==> config.mk <==
export PLATFORM = sky130hd
export DESIGN_NAME = yags_ram
export DESIGN_NICKNAME = d
export VERILOG_FILES = /design/src/hdl/yags_ram.sv
export SDC_FILE = /design/constraint.sdc
export NUM_CORES = 1
export LEC_CHECK = 0
export BUFFER_PORTS_ARGS = -buffer_cell sky130_fd_sc_hd__buf_2
export CORE_MARGIN = 2
export CORE_UTILIZATION = 60
export CTS_CLUSTER_SIZE = 24
export DETAILED_ROUTE_END_ITERATION = 7
export PLACE_DENSITY_LB_ADDON = 0.08
export SYNTH_ARGS = -nofsm -noshare
export SYNTH_HDL_FRONTEND = slang
export SYNTH_SLANG_ARGS = --single-unit
==> constraint.sdc <==
create_clock -name clk_i -period 1.9 [get_ports clk_i]
set_input_delay 0.095 -clock clk_i [delete_from_list [all_inputs] [get_ports clk_i]]
set_output_delay 0.095 -clock clk_i [all_outputs]
set_load 0.03 [all_outputs]
==> src/hdl/yags_ram.sv <==
`timescale 1ns / 1ps
module yags_ram #(
  parameter int WIDTH = 8,
  parameter int DEPTH = 16
) (
  input  logic                     clk_i,
  input  logic                     we_i,
  input  logic [$clog2(DEPTH)-1:0] waddr_i,
  input  logic [WIDTH-1:0]         wdata_i,
  input  logic                     re_i,
  input  logic [$clog2(DEPTH)-1:0] raddr_i,
  output logic [WIDTH-1:0]         rdata_o
);

  logic [WIDTH-1:0] mem [DEPTH];
  logic [WIDTH-1:0] rdata_q;

  always_ff @(posedge clk_i) begin
    if (we_i) begin
      mem[waddr_i] <= wdata_i;
    end
  end

  always_ff @(posedge clk_i) begin
    if (re_i) begin
      rdata_q <= mem[raddr_i];
    end
  end

  assign rdata_o = rdata_q;

endmodule

==> impl_metrics.yaml, run 1 <==
clock_network:
  cts-root-buf: "clkbuf_8"
  cts_tree: "yes"
  clk_pin_slew_ps: 60
  clock_sinks: 136
  clkLatencyLatePin_ps: 510
  cts_buffer_depth: 2
  htree_levels: 4
  ctsResizeCount: 0
  cts_buffers: 17
yosys:
  synth-seq-area-share: 0.781
  syn_nets: 248
  syn_inst: 229
  syn_avg_cell_area_um2: 22.8
  synth-seq-cells: 136
  synth_cell_types: 18
  ys_warn_count: 0
  syn-cell-area_mm2: 0.00523
route:
  vias_per_cell: 6.15
  route.detailed.drc: 0
  initialDrtViolationCount: 293
  drt_first_pass_iters: 5
  wl_per_cell_um: 24.7
  routed_wl_mm: 10.2
  via_count: 2553
  antenna_left: 0
grt:
  grt_first_pass_wirelength_mm: 15.8
  grt_usage: 0.236
  antenna_found_initial: 0
  first_global_vias: 2660
  grt.overflow.total: 0
  grt_start_max_net_pins: 33
layout:
  multi_input_area_mm2: 0.00106
  nets: 313
  mostFrequentLayoutCell: "edfxtp_1"
  antennaDiodeCount: 0
  drive_above_1_share: 0.313
  utilization: 0.730
  area_growth_syn_to_layout_pct: 20.0
  nFillCells: 494
  fin_cells: 415
  mostFrequentLayoutCells: "edfxtp_1, buf_2, buf_4, mux4_2"
  final-seq-area_mm2: 0.00408
setup_path:
  crit_fanout: 1
  crit_type: "reg -> reg"
  cp.arrival_ps: 1770
  endpoint_kind: "flip-flop"
  worst-r2r-setup-slack_ps: 390
  startpoint_type: "flip-flop"
  crit_start: "mem[3][7]"
  cp.required_ps: 2160
  timing.rr.start: "mem[3][7]"
floorplan:
  start_util: 0.608
  ios: 27
  die_h_um: 97.3
  dieArea_mm2: 0.00948
  die_w_um: 97.3
  rows: 34
  core_area_mm2: 0.00859
place:
  dp_cells: 374
  dp_hpwl_mm: 6.34
  routabilityCongestion: 0.764
  portBuffers: 26
power:
  total_power_mw: 7.00
  leakagePower_nw: 2.15
  power.density_mw_per_mm2: 1120
  worst_ir_drop_vdd_uv: 625
timing:
  finalSetupViolCount: 0
  finClkSkew_ps: 5.70
  rsz0062_at_grt: "no"
  min_period_ps: 1510
  slew_viol_final: 0
  tightest_slew_ps: 395
  relSlewSlack: 0.736
  tns_ps: 0
  fin_crit_sh: 0.797
  whs_ps: 139
  hold_viol: 0
  fmax_mhz: 660
run:
  drv_cap: 0
worst_hold_path:
  hp-start: "waddr_i[0]"
  hp-class: "in -> reg"
status:
  status: "finished clean"
synthesized netlist by cell type, drive strengths merged:
cell type	count	share of area
a22oi	16	0.023
and2	1	0.0012
and2b	1	0.0014
buf	7	0.011
clkdlybuf4s25	3	0.0057
edfxtp	136	0.78
mux4	32	0.15
nand2	9	0.0065
nand2b	2	0.0024
nand3	1	0.00096
nand3b	2	0.0029
nor2	13	0.0093
nor2b	1	0.0012
nor3	4	0.0038
or3b	1	0.0017
where the power goes:
part | leakage (nW) | internal, mW | switching, mW
sequential | 1.24 | 3.38 | 0.0176
combinational | 0.631 | 0.147 | 0.211
clock | 0.279 | 2.01 | 1.24
total | 2.15 | 5.53 | 1.47
state kept, by name, indices dropped and copies added, names as in the netlist:
signal   count
mem        128
rdata_o      8
layout make-up:
class / count / share of cell area
clock inverters: 14 / 0.0277
multi-input cells: 83 / 0.169
flip-flops and latches: 136 / 0.651
clock buffers: 18 / 0.0666
repair buffers: 56 / 0.0642
well taps: 108 / 0.0215
kinds of logic (layout without fill, tap and decap cells):
logic type,after synthesis,after routing,synth area share
flip-flops,136,136,0.781
buffers and inverters,10,88,0.0165
AND/OR/NAND/NOR,35,35,0.0314
AO/OA/AOI/OAI,16,16,0.0230
multiplexers,32,32,0.148
layer usage:
layer / global-route usage / routed length (um) / up-vias / share of wire
met2: 0.348 / 4920 / 110 / 0.48
met4: 0.0801 / 127 / 0 / 0.012
met5: 0 / 0 / - / 0
li1: - / - / 1111 / -
met3: 0.0554 / 666 / 15 / 0.065
met1: 0.361 / 4530 / 1317 / 0.44
metrics by stage:
stage	setup slack (ps)	area, um2
after global routing	326	6270
final	386	6270
after CTS	341	6270
after detailed placement	158	5590
after global placement	174	5590
after floorplan	312	5230
worst max-delay path: stages (launching register included):
cell and delay [ps]:
edfxtp_1 370, mux4_2 490, a22oi_1 300, nand2_1 100
what timing repair did:
action	CTS	global route
hold buffers	9	0
buffers inserted	0	0
endpoints found under the hold margin	132	0
final timing paths:
check | depth (start not counted) | end
worst min register to register | 3 | rdata_o[1]
worst max register to register | 3 | rdata_o[7]
worst max-delay path | 3 | rdata_o[7]
worst min-delay path | 3 | mem[4][7]
(Power assumes the default switching activity.)
==> inputs of run 2 (changes only) <==
Settings changed: ABC_AREA from default to 1, CORE_UTILIZATION 60 to 61.
Clock period 1.9 ns to 1.4 ns, I/O delays scaled along.
==> run 2 against run 1 <==
Clock skew increased by 5.9 ps. Sequential cell count is the same. Sequential share of layout area decreased by 5.8 points. Non-clock buffer count grew 4. Area after synthesis grew 12%. Sequential power is 36% higher. Critical path depth fell by 2. Combinational power up 72%. Via count increased by 59%.
==> impl_metrics.yaml, run 2 <==
grt:
  grt_first_pass_wirelength_mm: 20.7
  grtUsageMet1: 0.390
  grt.overflow.total: 0
  first_global_vias: 3897
  grt_start_max_net_pins: 43
  grtUsageMet2: 0.413
  top_usage_layer: "met2"
  antenna_found_initial: 0
  met3_usage: 0.0759
  grt_usage: 0.275
route:
  wl_per_cell_um: 17.7
  vias_per_cell: 5.42
  antenna_left: 0
  via_count: 4053
  route.detailed.drc: 0
  drt_first_pass_iters: 5
  initialDrtViolationCount: 304
  routed_wl_mm: 13.3
timing:
  hold_viol: 0
  min_period_ps: 1200
  finClkSkew_ps: 11.6
  slew_viol_final: 0
  finalSetupViolCount: 0
  layout_setup_ws_ps: 203
  fin_crit_sh: 0.855
  fmax_mhz: 836
  relSlewSlack: 0.608
  rsz0062_at_grt: "no"
  tightest_slew_ps: 587
  tns_ps: 0
run:
  drv_cap: 0
yosys:
  synth-seq-area-share: 0.698
  syn-cell-area_mm2: 0.00585
  synth-seq-cells: 136
  yosysTopAreaCell: "edfxtp_1"
  synthTopCellsByCount: "nand2_1, edfxtp_1, inv_1, nand3_1, nor2_1"
  ys.flop_type: "edfxtp_1"
  syn_avg_cell_area_um2: 10.6
  syn_inst: 551
  synth_cell_types: 11
  netlist.area_leader.share: 0.698
  async_flop_share: 0
  ys_warn_count: 0
  synthTopCellsByArea: "edfxtp_1, nand2_1, nand3_1"
  synth-edff-count: 136
  synth_most_common_cell: "nand2_1"
  syn_nets: 570
layout:
  largest_register_ffs: 128
  drive_above_1_share: 0.132
  antennaDiodeCount: 0
  fin_cells: 748
  mostFrequentLayoutCell: "nand2_1"
  mostFrequentLayoutCells: "nand2_1, edfxtp_1, inv_1, nand3_1, buf_2"
  area_growth_syn_to_layout_pct: 17.8
  top_register: "mem"
  nets: 625
clock_network:
  post-cts-setup-buffers: 0
  cts_buffer_depth: 2
  clkLatencyLatePin_ps: 510
  cts-root-buf: "clkbuf_8"
  ctsHoldBuffers: 9
  clk_pin_slew_ps: 60
  ctsResizeCount: 0
  clock_sinks: 136
  htree_levels: 4
  cts_buffers: 17
  cts_tree: "yes"
place:
  place_ws_ps: 107
  portBuffers: 26
  dp_hpwl_mm: 8.05
  routabilityCongestion: 0.814
  dp_cells: 707
power:
  worst_ir_drop_vdd_uv: 919
  total_power_mw: 9.93
  power.density_mw_per_mm2: 1440
  leakagePower_nw: 3.00
setup_path:
  startpoint_type: "flip-flop"
  cpLargestDelayFamily: "flip-flops"
  cp.required_ps: 1330
  reg2reg_to: "rdata_o[2]"
  worst_r2r_path_depth: 6
  crit_fanout: 1
  worst-r2r-setup-slack_ps: 230
  slowest_stage: "edfxtp_1"
  critPathBufInv: 1
  critical-path-max-stage-delay_ps: 420
  cp.arrival_ps: 1130
  crit_type: "reg -> out"
  endpoint_kind: "output pin"
  timing.rr.start: "mem[11][2]"
  cp_cell_sequence: "buf_2"
floorplan:
  dieArea_mm2: 0.0104
  ios: 27
  rows: 35
  die_w_um: 102
  start_util: 0.630
  core_area_mm2: 0.00928
  die_h_um: 102
worst_hold_path:
  holdPathEnd: "mem[12][7]"
  hp-start: "wdata_i[7]"
  hp-class: "in -> reg"
  worstHoldPathCells: 1
status:
  status: "finished clean"
==> run 2: cell types whose count changed in the layout (fill, tap and decap cells not counted), sizes merged, moves of 16 or more <==
cell   delta
a22oi    -16
inv     +100
mux4     -32
nand2   +164
nand3    +96
==> run 2: worst max path at each step <==
stage | from | end | slack [ps] | cells after the start
after floorplan | waddr_i[2] | mem[10][0] | 380 | 2
after global placement | raddr_i[0] | rdata_o[7] | 120 | 8
after detailed placement | raddr_i[0] | rdata_o[7] | 110 | 8
after CTS | rdata_o[7] | rdata_o[7] | 190 | 1
after global routing | rdata_o[2] | rdata_o[2] | 170 | 1
final | rdata_o[7] | rdata_o[7] | 200 | 1
==> run 2: kinds of logic after synthesis <==
group | synth area share
flops | 0.698
simple gates | 0.208
buf+inv | 0.0939
==> run 2: routing by layer <==
metal  wire, um  up-vias
met2       6150      217
met3       1220       28
met4        235        0
li1           -     1897
met5          0        -
met1       5660     1911
==> run 2: final cells by class <==
class	count	area, um2
well taps	129	161
inverters	102	383
flip-flops and latches	136	4080
repair buffers	60	420
multi-input cells	289	1210
clock inverters	12	200
clock buffers	20	425
fillers	640	2400
==> run 2: power by group <==
group | switching [mW] | internal, mW | total, mW
combinational | 0.434 | 0.182 | 0.616
clock | 1.62 | 3.07 | 4.69
sequential | 0.0283 | 4.59 | 4.62
==> run 2: per-stage QoR <==
stage | instance area, um2 | hold WS, ps | util
2_1_floorplan | 5850 | 169 | -
3_3_place_gp | 6170 | 455 | 0.665
3_5_place_dp | 6170 | 456 | 0.665
4_1_cts | 6890 | 17.5 | 0.742
5_1_grt | 6890 | 20.8 | 0.742
6_report | 6890 | 37.7 | 0.742
